### config.mk
export PLATFORM = sky130hd
export DESIGN_NAME = buddy_allocator
export DESIGN_NICKNAME = d
export VERILOG_FILES = /design/src/design/ba_pkg.sv /design/src/design/ba_ctrl.sv /design/src/design/ba_dp.sv /design/src/design/buddy_allocator.sv
export SDC_FILE = /design/constraint.sdc
export NUM_CORES = 2
export LEC_CHECK = 0
export BUFFER_PORTS_ARGS = -buffer_cell sky130_fd_sc_hd__buf_2
export CORE_UTILIZATION = 35
export CTS_BUF_LIST = sky130_fd_sc_hd__clkbuf_4
export DETAILED_ROUTE_END_ITERATION = 7
export PLACE_DENSITY_LB_ADDON = 0.12
export SLEW_MARGIN = 30
export SYNTH_ARGS = -nofsm -noshare
export SYNTH_HDL_FRONTEND = slang
export SYNTH_SLANG_ARGS = --single-unit
### constraint.sdc
create_clock -name i_clk -period 21 [get_ports i_clk]
set_input_delay 4.2 -clock i_clk [delete_from_list [all_inputs] [get_ports i_clk]]
set_output_delay 4.2 -clock i_clk [all_outputs]
set_load 0.005 [all_outputs]
### src/design/ba_pkg.sv
`timescale 1ns / 1ps

package ba_pkg;

    // default pool geometry
    localparam int DEF_TOTAL_UNITS = 1024;
    localparam int DEF_MIN_BLOCK   = 4;
    localparam int DEF_ORDER_COUNT = 9;

    // field widths
    localparam int SIZE_W   = 11;
    localparam int ADDR_W   = 10;
    localparam int STATUS_W = 2;
    localparam int ENTRY_W  = 6;
    localparam int ORD_W    = 4;
    localparam int HEAD_IDX = 5;
    localparam int USED_IDX = 4;

    // command codes
    localparam logic CMD_ALLOC = 1'b0;
    localparam logic CMD_FREE  = 1'b1;

    // status codes
    localparam logic [STATUS_W-1:0] ST_OK       = 2'd0;
    localparam logic [STATUS_W-1:0] ST_NO_SPACE = 2'd1;
    localparam logic [STATUS_W-1:0] ST_BAD_ADDR = 2'd2;

    // datapath operations issued by the controller
    typedef enum logic [3:0] {
        OP_NONE  = 4'd0,
        OP_CLEAR = 4'd1,
        OP_LOAD  = 4'd2,
        OP_SCAN  = 4'd3,
        OP_SPLIT = 4'd4,
        OP_DIV   = 4'd5,
        OP_CHK   = 4'd6,
        OP_FCHK  = 4'd7,
        OP_MERGE = 4'd8,
        OP_MCHK  = 4'd9
    } t_op;

    // datapath status back to the controller
    typedef struct packed {
        logic clr_done;
        logic too_big;
        logic is_free;
        logic scan_done;
        logic found;
        logic split_done;
        logic chk_bad;
        logic fchk_bad;
        logic merge_stop;
        logic mchk_stop;
    } t_dp_status;

endpackage

### src/design/ba_ctrl.sv
`timescale 1ns / 1ps

module ba_ctrl (
    input  logic              i_clk,
    input  logic              i_rst_n,
    input  logic              start,
    output logic              busy,
    output logic              o_done,
    input  ba_pkg::t_dp_status i_st,
    output ba_pkg::t_op       o_op
);

    typedef enum logic [9:0] {
        S_CLEAR = 10'b00_0000_0001,
        S_IDLE  = 10'b00_0000_0010,
        S_SCAN  = 10'b00_0000_0100,
        S_SPLIT = 10'b00_0000_1000,
        S_DIV   = 10'b00_0001_0000,
        S_CHK   = 10'b00_0010_0000,
        S_FCHK  = 10'b00_0100_0000,
        S_MERGE = 10'b00_1000_0000,
        S_MCHK  = 10'b01_0000_0000,
        S_DONE  = 10'b10_0000_0000
    } t_state;

    t_state r_state, n_state;

    // state register
    always_ff @(posedge i_clk) begin
        if (!i_rst_n) begin
            r_state <= S_CLEAR;
        end else begin
            r_state <= n_state;
        end
    end

    // next state and operation select
    always_comb begin
        n_state = r_state;
        o_op    = ba_pkg::OP_NONE;
        case (r_state)
            S_CLEAR: begin
                o_op = ba_pkg::OP_CLEAR;
                if (i_st.clr_done) n_state = S_IDLE;
            end
            S_IDLE: begin
                if (start) begin
                    o_op = ba_pkg::OP_LOAD;
                    if (i_st.is_free)      n_state = S_DIV;
                    else if (i_st.too_big) n_state = S_DONE;
                    else                   n_state = S_SCAN;
                end
            end
            S_SCAN: begin
                o_op = ba_pkg::OP_SCAN;
                if (i_st.scan_done) n_state = i_st.found ? S_SPLIT : S_DONE;
            end
            S_SPLIT: begin
                o_op = ba_pkg::OP_SPLIT;
                if (i_st.split_done) n_state = S_DONE;
            end
            S_DIV: begin
                o_op    = ba_pkg::OP_DIV;
                n_state = S_CHK;
            end
            S_CHK: begin
                o_op    = ba_pkg::OP_CHK;
                n_state = i_st.chk_bad ? S_DONE : S_FCHK;
            end
            S_FCHK: begin
                o_op    = ba_pkg::OP_FCHK;
                n_state = i_st.fchk_bad ? S_DONE : S_MERGE;
            end
            S_MERGE: begin
                o_op    = ba_pkg::OP_MERGE;
                n_state = i_st.merge_stop ? S_DONE : S_MCHK;
            end
            S_MCHK: begin
                o_op    = ba_pkg::OP_MCHK;
                n_state = i_st.mchk_stop ? S_DONE : S_MERGE;
            end
            S_DONE: begin
                n_state = S_IDLE;
            end
            default: begin
                n_state = S_IDLE;
            end
        endcase
    end

    assign busy   = (r_state != S_IDLE);
    assign o_done = (r_state == S_DONE);

endmodule

### src/design/ba_dp.sv
`timescale 1ns / 1ps

module ba_dp #(
    parameter int TOTAL_UNITS = ba_pkg::DEF_TOTAL_UNITS,
    parameter int MIN_BLOCK   = ba_pkg::DEF_MIN_BLOCK,
    parameter int ORDER_COUNT = ba_pkg::DEF_ORDER_COUNT
) (
    input  logic                        i_clk,
    input  logic                        i_rst_n,
    input  ba_pkg::t_op                 i_op,
    input  logic                        i_command,
    input  logic [ba_pkg::SIZE_W-1:0]   i_request_size,
    input  logic [ba_pkg::ADDR_W-1:0]   i_block_address,
    output ba_pkg::t_dp_status          o_st,
    output logic [ba_pkg::STATUS_W-1:0] o_status,
    output logic [ba_pkg::ADDR_W-1:0]   o_result_address
);

    localparam int SLOT_COUNT = TOTAL_UNITS / MIN_BLOCK;
    localparam int SW         = (SLOT_COUNT > 1) ? $clog2(SLOT_COUNT) : 1;
    localparam int TOP        = ORDER_COUNT - 1;
    localparam int TOP_SLOTS  = 1 << TOP;
    localparam int XW         = ((SW > ORDER_COUNT) ? SW : ORDER_COUNT) + 1;
    localparam int OW         = ba_pkg::ORD_W;
    localparam int EW         = ba_pkg::ENTRY_W;
    localparam int AW         = ba_pkg::ADDR_W;
    localparam int DIV_SH     = 17;
    localparam int RECIP      = ((1 << DIV_SH) + MIN_BLOCK - 1) / MIN_BLOCK;
    localparam int QW         = AW + 1;

    // slot table
    logic [EW-1:0] r_mem [SLOT_COUNT];
    logic [EW-1:0] r_rd;
    logic          mem_we;
    logic [SW-1:0] mem_wa, mem_ra;
    logic [EW-1:0] mem_wd;

    always_ff @(posedge i_clk) begin
        if (mem_we) r_mem[mem_wa] <= mem_wd;
        r_rd <= r_mem[mem_ra];
    end

    logic [XW-1:0]      r_cnt, n_cnt;
    logic               r_eval_vld, n_eval_vld;
    logic [XW-1:0]      r_eval_idx, n_eval_idx;
    logic [AW-1:0]      r_addr, n_addr;
    logic [OW-1:0]      r_want, n_want;
    logic               r_found, n_found;
    logic [XW-1:0]      r_best_s, n_best_s;
    logic [OW-1:0]      r_best_k, n_best_k;
    logic [OW-1:0]      r_cur, n_cur;
    logic [XW-1:0]      r_s, n_s;
    logic [XW-1:0]      r_b, n_b;
    logic [OW-1:0]      r_k, n_k;
    logic [QW-1:0]      r_q, n_q;
    logic [ba_pkg::STATUS_W-1:0] r_status, n_status;
    logic [AW-1:0]      r_res, n_res;

    // control registers
    always_ff @(posedge i_clk) begin
        if (!i_rst_n) begin
            r_cnt      <= '0;
            r_eval_vld <= 1'b0;
            r_found    <= 1'b0;
        end else begin
            r_cnt      <= n_cnt;
            r_eval_vld <= n_eval_vld;
            r_found    <= n_found;
        end
    end

    // payload registers
    always_ff @(posedge i_clk) begin
        r_eval_idx <= n_eval_idx;
        r_addr     <= n_addr;
        r_want     <= n_want;
        r_best_s   <= n_best_s;
        r_best_k   <= n_best_k;
        r_cur      <= n_cur;
        r_s        <= n_s;
        r_b        <= n_b;
        r_k        <= n_k;
        r_q        <= n_q;
        r_status   <= n_status;
        r_res      <= n_res;
    end

    // rounding of the request to an order
    logic [OW:0] want_full;
    always_comb begin
        want_full = '0;
        for (int k = 0; k < ORDER_COUNT; k++) begin
            if ((32'(MIN_BLOCK) << k) < 32'(i_request_size)) want_full = want_full + 1'b1;
        end
    end

    logic [31:0]       cnt32, q32, b32, top_chk;
    logic [XW-1:0]     buddy;
    logic [OW-1:0]     cur_m1;
    logic [XW+6:0]     res_prod;
    logic [AW+17:0]    div_prod;
    logic              good, eval_hit;
    logic [OW-1:0]     e_ord;

    always_comb begin
        n_cnt      = r_cnt;
        n_eval_vld = r_eval_vld;
        n_eval_idx = r_eval_idx;
        n_addr     = r_addr;
        n_want     = r_want;
        n_found    = r_found;
        n_best_s   = r_best_s;
        n_best_k   = r_best_k;
        n_cur      = r_cur;
        n_s        = r_s;
        n_b        = r_b;
        n_k        = r_k;
        n_q        = r_q;
        n_status   = r_status;
        n_res      = r_res;
        mem_we     = 1'b0;
        mem_wa     = r_s[SW-1:0];
        mem_wd     = '0;
        mem_ra     = r_cnt[SW-1:0];
        o_st       = '0;

        cnt32    = 32'(r_cnt);
        q32      = 32'(r_q);
        top_chk  = cnt32 + 32'(TOP_SLOTS);
        cur_m1   = r_cur - 1'b1;
        buddy    = '0;
        b32      = '0;
        good     = 1'b0;
        eval_hit = 1'b0;
        e_ord    = r_rd[OW-1:0];
        res_prod = {7'd0, r_s} * (XW+7)'(MIN_BLOCK);
        div_prod = {18'd0, r_addr} * (AW+18)'(RECIP);

        o_st.too_big = (want_full >= (OW+1)'(ORDER_COUNT));
        o_st.is_free = (i_command == ba_pkg::CMD_FREE);
        o_st.found   = r_found;

        case (i_op)
            // sweep after reset: top blocks at their places, the rest empty
            ba_pkg::OP_CLEAR: begin
                mem_we = 1'b1;
                mem_wa = r_cnt[SW-1:0];
                if ((cnt32 & 32'(TOP_SLOTS - 1)) == 32'd0 && top_chk <= 32'(SLOT_COUNT))
                    mem_wd = {1'b1, 1'b0, OW'(TOP)};
                n_cnt = r_cnt + 1'b1;
                o_st.clr_done = (cnt32 == 32'(SLOT_COUNT - 1));
            end
            // capture a new transaction
            ba_pkg::OP_LOAD: begin
                n_addr     = i_block_address;
                n_want     = want_full[OW-1:0];
                n_cnt      = '0;
                n_eval_vld = 1'b0;
                n_found    = 1'b0;
                n_res      = '0;
                n_status   = (i_command == ba_pkg::CMD_FREE) ? ba_pkg::ST_BAD_ADDR
                                                              : ba_pkg::ST_NO_SPACE;
            end
            // pass over all slots, keep smallest sufficient order, lowest slot
            ba_pkg::OP_SCAN: begin
                n_eval_vld = (cnt32 < 32'(SLOT_COUNT));
                n_eval_idx = r_cnt;
                if (cnt32 < 32'(SLOT_COUNT)) n_cnt = r_cnt + 1'b1;
                if (r_eval_vld) begin
                    eval_hit = r_rd[ba_pkg::HEAD_IDX] && !r_rd[ba_pkg::USED_IDX] &&
                               (e_ord >= r_want) && (!r_found || e_ord < r_best_k);
                    if (eval_hit) begin
                        n_found  = 1'b1;
                        n_best_s = r_eval_idx;
                        n_best_k = e_ord;
                    end
                end
                o_st.scan_done = !(cnt32 < 32'(SLOT_COUNT)) && !r_eval_vld;
                n_cur = r_best_k;
                n_s   = r_best_s;
            end
            // split down, upper halves become free blocks
            ba_pkg::OP_SPLIT: begin
                if (r_cur > r_want) begin
                    buddy  = r_s + (XW'(1) << cur_m1);
                    b32    = 32'(buddy);
                    mem_wa = buddy[SW-1:0];
                    mem_wd = {1'b1, 1'b0, cur_m1};
                    mem_we = (b32 < 32'(SLOT_COUNT));
                    n_cur  = cur_m1;
                end else begin
                    mem_we   = 1'b1;
                    mem_wa   = r_s[SW-1:0];
                    mem_wd   = {1'b1, 1'b1, r_want};
                    n_status = ba_pkg::ST_OK;
                    n_res    = res_prod[AW-1:0];
                    o_st.split_done = 1'b1;
                end
            end
            // address to slot by reciprocal multiply
            ba_pkg::OP_DIV: begin
                n_q = div_prod[DIV_SH +: QW];
            end
            // exact multiple and inside the pool, then read the slot
            ba_pkg::OP_CHK: begin
                good   = ((q32 * 32'(MIN_BLOCK)) == 32'(r_addr)) && (q32 < 32'(SLOT_COUNT));
                mem_ra = q32[SW-1:0];
                n_s    = q32[XW-1:0];
                o_st.chk_bad = !good;
            end
            // slot must head a block in use
            ba_pkg::OP_FCHK: begin
                if (r_rd[ba_pkg::HEAD_IDX] && r_rd[ba_pkg::USED_IDX]) begin
                    n_k    = e_ord;
                    mem_we = 1'b1;
                    mem_wa = r_s[SW-1:0];
                    mem_wd = '0;
                end else begin
                    o_st.fchk_bad = 1'b1;
                end
            end
            // look up the buddy or close the merged block
            ba_pkg::OP_MERGE: begin
                buddy = r_s ^ (XW'(1) << r_k);
                b32   = 32'(buddy);
                if ((r_k < OW'(TOP)) && (b32 < 32'(SLOT_COUNT))) begin
                    mem_ra = buddy[SW-1:0];
                    n_b    = buddy;
                end else begin
                    mem_we   = 1'b1;
                    mem_wa   = r_s[SW-1:0];
                    mem_wd   = {1'b1, 1'b0, r_k};
                    n_status = ba_pkg::ST_OK;
                    o_st.merge_stop = 1'b1;
                end
            end
            // absorb a free buddy of the same order
            ba_pkg::OP_MCHK: begin
                if (r_rd[ba_pkg::HEAD_IDX] && !r_rd[ba_pkg::USED_IDX] && e_ord == r_k) begin
                    mem_we = 1'b1;
                    mem_wa = r_b[SW-1:0];
                    mem_wd = '0;
                    if (r_b < r_s) n_s = r_b;
                    n_k = r_k + 1'b1;
                end else begin
                    mem_we   = 1'b1;
                    mem_wa   = r_s[SW-1:0];
                    mem_wd   = {1'b1, 1'b0, r_k};
                    n_status = ba_pkg::ST_OK;
                    o_st.mchk_stop = 1'b1;
                end
            end
            default: begin
            end
        endcase
    end

    assign o_status         = r_status;
    assign o_result_address = r_res;

endmodule

### src/design/buddy_allocator.sv
`timescale 1ns / 1ps

// Buddy allocator over a pool of TOTAL_UNITS units in blocks of MIN_BLOCK << k
// units. Pulse start while busy is low; the transaction is taken at that edge
// and busy stays high until the answer has been shown. The answer appears on
// o_status and o_result_address for exactly one cycle with o_done high and
// cannot be held off, so the receiver must take it in that cycle. After reset
// a clearing pass over all TOTAL_UNITS/MIN_BLOCK slots sets up the slot table, with
// busy high. An allocate scans every slot of the slot table, which has one read
// port, one slot a cycle, then splits the chosen block down one order per step. A
// free turns the address into a slot, checks it, then merges with free buddies of
// the same order up to at most the top order; a rejected request finishes sooner.

module buddy_allocator #(
    parameter int TOTAL_UNITS = ba_pkg::DEF_TOTAL_UNITS,
    parameter int MIN_BLOCK   = ba_pkg::DEF_MIN_BLOCK,
    parameter int ORDER_COUNT = ba_pkg::DEF_ORDER_COUNT
) (
    input  logic                        i_clk,
    input  logic                        i_rst_n,
    input  logic                        start,
    output logic                        busy,
    input  logic                        i_command,
    input  logic [ba_pkg::SIZE_W-1:0]   i_request_size,
    input  logic [ba_pkg::ADDR_W-1:0]   i_block_address,
    output logic                        o_done,
    output logic [ba_pkg::STATUS_W-1:0] o_status,
    output logic [ba_pkg::ADDR_W-1:0]   o_result_address
);

    ba_pkg::t_op        op;
    ba_pkg::t_dp_status st;

    // sequencer
    ba_ctrl u_ctrl (
        .i_clk   (i_clk),
        .i_rst_n (i_rst_n),
        .start   (start),
        .busy    (busy),
        .o_done  (o_done),
        .i_st    (st),
        .o_op    (op)
    );

    // slot table and working registers
    ba_dp #(
        .TOTAL_UNITS (TOTAL_UNITS),
        .MIN_BLOCK   (MIN_BLOCK),
        .ORDER_COUNT (ORDER_COUNT)
    ) u_dp (
        .i_clk            (i_clk),
        .i_rst_n          (i_rst_n),
        .i_op             (op),
        .i_command        (i_command),
        .i_request_size   (i_request_size),
        .i_block_address  (i_block_address),
        .o_st             (st),
        .o_status         (o_status),
        .o_result_address (o_result_address)
    );

endmodule
# After elaboration in Yosys (flattened, before gate mapping)
# Memories as Yosys holds them, arrays and structs flattened. A register that Yosys moved wholly into a read port is not among the register bits.
# Index checks and enable logic that the tools add are counted.
# word_totals
memories	1
regBits	108
out_inout_bits	14
ramBits	1536
wordCells	194
input_bits	25
# classes
addsub	13
n_bitwise	1
mux	70
n_shift	2
order_cmp	20
reduce_logical	34
eq_ne	37
# mem_list
memory	depth	width	rd	rd_clocked_by_memory_dff	wr	line_no	text
u_dp.r_mem	256	6	1	1	1	ba_dp.sv:32	logic [EW-1:0] r_mem [SLOT_COUNT];
# op_table
op	n
10-bit 2-to-1 mux	15
10-bit one-hot mux with 9 select lines	1
10-bit one-hot mux with 3 select lines	2
5-bit 2-to-1 mux	9
4-bit one-hot mux with 9 select lines	1
5-bit by 1-bit adder with 5-bit output, second input constant	7
32-bit by 9-bit <= comparator with 1-bit output, second input constant	1
32-bit zero test	1
10-bit by 9-bit < comparator with 1-bit output, second input constant	3
8-bit 2-to-1 mux	3
6-bit one-hot mux with 4 select lines	1
8-bit one-hot mux with 3 select lines	1
10-bit by 8-bit == test with 1-bit output, second input constant	2
10-bit one-hot mux with 2 select lines	1
1-bit by 4-bit left shift with 10-bit output, first input constant	2
1-bit 2-to-1 mux	18
6-bit 2-to-1 mux	3
4-bit by 3-bit == test with 1-bit output, second input constant	4
4-bit one-hot mux with 2 select lines	2
8-bit one-hot mux with 2 select lines	1
2-bit by 1-bit inequality test with 1-bit output, second input constant	7
2-bit inequality test, second input constant	7
4-bit 2-to-1 mux	3
3-bit AND reduction	4
51 further kinds	78

# Longest topological paths before layout
# logic_depth
word_depth	23
depth_mapped	29
mapped_depth_nobuf	28

# Cells and area by module
# From an unflattened synthesis, not the netlist that was laid out.
# unflattened
hier_cells	5215
hier_area_um2	69710.6
# by_module_without_submodules
mod	seq_area_each_um2	cells_per_inst	area_per_inst_um2	n_inst
ba_dp	49007.0	5124	68952.4	1
ba_ctrl	200.2	91	758.2	1

# Least setup slack after synthesis
# Ideal clock, no wire load.
# synth_timing
path_type	register -> register
start	reg u_ctrl.r_state[4]
end	mem u_dp.r_mem[0][0] (netlist name) (data pin)
setup_time_ps	2189
t_required_ps	18811
slack_ps	5519
path_stages_with_launch	8
path_buffers	1
arrival_time_ps	13292
path_cell_list	dfxtp_1 -> buf_2 -> or4_4 -> nor3_4 -> nand3_1 -> nor2_1 -> a22oi_1 -> o21ai_0
# synth_between
elab_chain_cells	4
# synth_lines
element	line_no	text
from (decl)	ba_ctrl.sv:26	t_state r_state, n_state;
from (signal assigned)	ba_ctrl.sv:33	r_state <= n_state;
10-bit by 9-bit == test with 1-bit output, or another cell as far along	ba_ctrl.sv:41	case (r_state)
4-bit one-hot mux with 9 select lines *	ba_ctrl.sv:41	
4-bit == test, or another cell as far along	ba_dp.sv:143	case (i_op)
6-bit one-hot mux with 4 select lines *	ba_dp.sv:143	
net u_dp.mem_wd[0]	ba_dp.sv:36	logic [EW-1:0] mem_wd;
to (decl)	ba_dp.sv:32	
# Mark *: on every way through the listed nets, which the timed path passes. The rest lies on a longest branch.

# Worst setup path after layout
# layout_timing
start	in i_request_size[10] (netlist name)
end	reg u_ctrl.r_state[2]
# layout_between
elab_chain_cells	23
# layout_lines
element	line_no	text
from (decl)	buddy_allocator.sv:24	input logic [ba_pkg::SIZE_W-1:0] i_request_size,
3-bit by 11-bit < comparator with 1-bit output	ba_dp.sv:93	if ((32'(MIN_BLOCK) << k) < 32'(i_request_size)) want_full = want_full + 1'b1;
1-bit 2-to-1 mux	ba_dp.sv:93	
1-bit by 1-bit adder with 2-bit output	ba_dp.sv:93	
5-bit 2-to-1 mux	ba_dp.sv:93	
5-bit by 1-bit adder with 5-bit output	ba_dp.sv:93	
5-bit 2-to-1 mux	ba_dp.sv:93	
5-bit by 1-bit adder with 5-bit output	ba_dp.sv:93	
5-bit 2-to-1 mux	ba_dp.sv:93	
(+8 left out)	--	
5-bit by 1-bit adder with 5-bit output	ba_dp.sv:93	
5-bit 2-to-1 mux *	ba_dp.sv:93	
net u_dp.want_full[2]	ba_dp.sv:89	logic [OW:0] want_full;
5-bit by 4-bit >= comparator with 1-bit output *	ba_dp.sv:139	o_st.too_big = (want_full >= (OW+1)'(ORDER_COUNT));
10-bit 2-to-1 mux *	ba_ctrl.sv:50	else if (i_st.too_big) n_state = S_DONE;
10-bit 2-to-1 mux *	ba_ctrl.sv:49	if (i_st.is_free) n_state = S_DIV;
10-bit 2-to-1 mux *	ba_ctrl.sv:47	if (start) begin
10-bit one-hot mux with 9 select lines *	ba_ctrl.sv:41	
# Mark *: on every way through the listed nets, which the timed path passes. The rest lies on a longest branch. The select of a mux whose other input is x is not followed.
# A chain may end at the register's enable or synchronous reset.

==> metrics.txt <==
fin crit period=8.81 ns; Row Count=about 160; CP peak stage delay=0.59 ns; Congestion Overflow GR=0; final period utilization=a little over two fifths; core box area=198000 sq um; Worst Tran Pin Value=1.13 ns; post-synthesis sequential area ratio=a little over two thirds; most used cell, CP=ha_1; Cell Area, Synth=~70000 sq um; CTS max path bufs=4; Design Area, Final=79700 sq um; RSZ-0062 raised after global routing=no; first-pass GRT wire length=335 mm; Max Cap Violations=0; Main synth FF type=edfxtp_1; Total Power=between 8000 and 9000 uW; Post-synth EDFFs=1620; Pwr per Cell Area=108 nW/um^2; Root Driver=clkbuf_4; endpoints failing setup=0; largest net degree at the start of global routing=184; Routed WL=233 mm; hold crit path type=flip-flop to flip-flop; Max Slew Vio Count=0; most common cell after layout, fill and taps aside=edfxtp_1; nets@finish=5613; R2R depth=17; Syn. warnings=0; Slew HR=24.3%; Lkg Pwr=0.0273 uW; DRC=0; Initial DRT Pass Iterations=6; synth-to-layout area growth=14.2%; PostCTS Resize Cnt=0; I/O Pins=39; H-tree levels=5; WL/cell=27.4 microns; layout cell share with drive strength beyond 1=19.4%; CTS tree=built; fmax=114 MHz; initial antenna violation count=6; clk_skew=0.170 ns; Hold Path Depth=0; Worst Path Max Fanout=7; setup_tns=0 ns; CTS Buf Count=454; most frequent cells in the layout=edfxtp_1, nand2_1, clkbuf_4, a211oi_1, a21oi_1; Seq cells post-synth=1648; Die Height=about 450 microns; final RePlAce weighted congestion=0.845; via count=between 40000 and 50000; CTS sink cnt=1648; Peak VDD IR=152 uV; Initial Util=35.3%; crit start category=input pin; I/O Buffers=36; Distinct cells, synth=97; Final Hold Viols=0; CTS clk-pin slew, worst paths=0.06 ns; Slowest-stage cell, CP=or4_4; die area=a little over 200000 sq um; run status=completed; Post-CTS Hold Buffers=0; Worst Setup End Kind=flip-flop; Synth Instances=5281; worst skew pair latency=1.42 ns; vias in the first global route=45800; Synth Area per Inst=around 13 sq um; Synth async-reset ratio=0%; Crit path required time=22.20 ns; critical path type=input pin to flip-flop; setup bufs post-CTS=0; Via-to-Cell Ratio=5.53; CP Data Arrival Time=10.00 ns; Detailed Place HPWL=approximately 140 mm; DR iter-0 viols=4236; area post-placement=73700 sq um; Die Span X=449 microns; GR Util All Layers=22.7%; Post-DRT Antenna Nets=0
==> worst max-delay path: cells and delay by family <==
family | cells | cell delay, ns
simple gates | 12 | 2.07
compound gates | 6 | 1.17
buf+inv | 1 | 0.13
xor+xnor | 2 | 0.29
fa+ha+maj | 7 | 2.14
==> layout make-up <==
| type | count | area, sq um |
|---|---|---|
| antenna | 4 | 10.0 |
| clock buffer | 676 | 5070 |
| clock inverter | 114 | 548 |
| fill | 18800 | 118000 |
| inverter | 47 | 176 |
| multi-input combinational | 3181 | 19700 |
| sequential | 1648 | 49200 |
| tap | 2640 | 3300 |
| timing repair buffer | 206 | 1640 |
==> synth_stat cells, types with 7 or more instances <==
cell          n  area, sq um
a221oi_1     29          254
nand4_1      61          382
mux2i_1     133         1330
buf_1        51          191
nor3_1      236         1180
xnor2_1      34          298
o21a_1        7         52.6
a22oi_1      62          465
o2111ai_1    14          123
xor2_1       17          149
nor2b_1       9         56.3
and2_1       13         81.3
ha_1         49          613
a311o_1      11          110
or3_1        10         62.6
a211o_1      14          123
o31ai_1       7         52.6
or2_1         9         56.3
clkbuf_1    224          841
a32o_1       12          120
buf_2       116          581
nand2b_1     11         68.8
o22ai_1      36          225
nand3_1     175          876
a31oi_1      33          206
and3_1      213         1330
o21ai_0      50          250
a21oi_1     297         1490
inv_1        46          173
edfxtp_1   1620        48600
nand2_1     921         3460
dfxtp_1      28          561
a21o_1       12         90.1
a211oi_1    299         2240
nor4_1       92          576
buf_4         9         67.6
a311oi_1     73          639
nor2_1      109          409
==> report_power, final <==
group | internal (uW) | switching, uW
Combinational | 404 | 1450
Sequential | 3810 | 37.7
Clock | 1510 | 1350
==> registers in the layout, summed over array words and instances (netlist names) <==
signal                 count
u_dp.r_best_s             10
u_dp.r_rd                  6
u_dp.o_result_address      8
u_dp.r_best_k              4
u_dp.r_found               1
u_ctrl.r_state            10
u_dp.r_s                  10
u_dp.r_want                4
u_dp.r_eval_idx           10
u_dp.r_eval_vld            1
u_dp.r_addr               10
u_dp.o_status              2
u_dp.r_cnt                10
u_dp.r_b                  10
u_dp.r_q                   8
u_dp.r_cur                 4
u_dp.r_k                   4
u_dp.r_mem              1536
==> kinds of logic (layout without fill, tap and decap cells) <==
kind of cell | after synthesis | after routing | share of synthesized area, %
mux | 135 | 135 | 1.94
other cells | 1 | 6 | 0.00537
xor+xnor | 52 | 52 | 0.674
simple gates | 1911 | 1911 | 12.9
fa+ha+maj | 50 | 50 | 0.907
flops | 1648 | 1648 | 70.5
buf+inv | 453 | 1043 | 2.75
compound gates | 1031 | 1031 | 10.3
==> metrics by stage <==
| step | util [%] | setup slack [ns] | hold slack [ns] | instances |
|---|---|---|---|---|
| after detailed placement | 37.3 | 11.02 | 0.405 | 7720 |
| after global routing | 40.3 | 11.93 | 0.421 | 8513 |
| after global placement | 37.0 | 11.01 | 0.404 | 7718 |
| after CTS | 40.2 | 12.43 | 0.419 | 8510 |
| after floorplan | - | 5.52 | 0.400 | 5282 |
| final | 40.3 | 12.19 | 0.419 | 8516 |
==> routing by layer <==
| layer | global-route usage (%) | part of all wire [%] | up-vias |
|---|---|---|---|
| met3 | 4.00 | 6.1 | 315 |
| li1 | - | - | 21100 |
| met4 | 6.87 | 2.4 | 2 |
| met5 | 0 | 0.0052 | - |
| met1 | 32.4 | 46 | 24000 |
| met2 | 35.0 | 46 | 1626 |
==> path summary, 6_finish.rpt <==
path                       from                 to  slack (ns)
min          u_dp.r_eval_idx[4]   u_dp.r_best_s[4]        0.42
min reg2reg  u_dp.r_eval_idx[4]   u_dp.r_best_s[4]        0.42
max          i_request_size[10]  u_ctrl.r_state[2]       12.19
max reg2reg         u_dp.r_k[3]       u_dp.r_rd[4]       14.27
(Power assumes the default switching activity.)
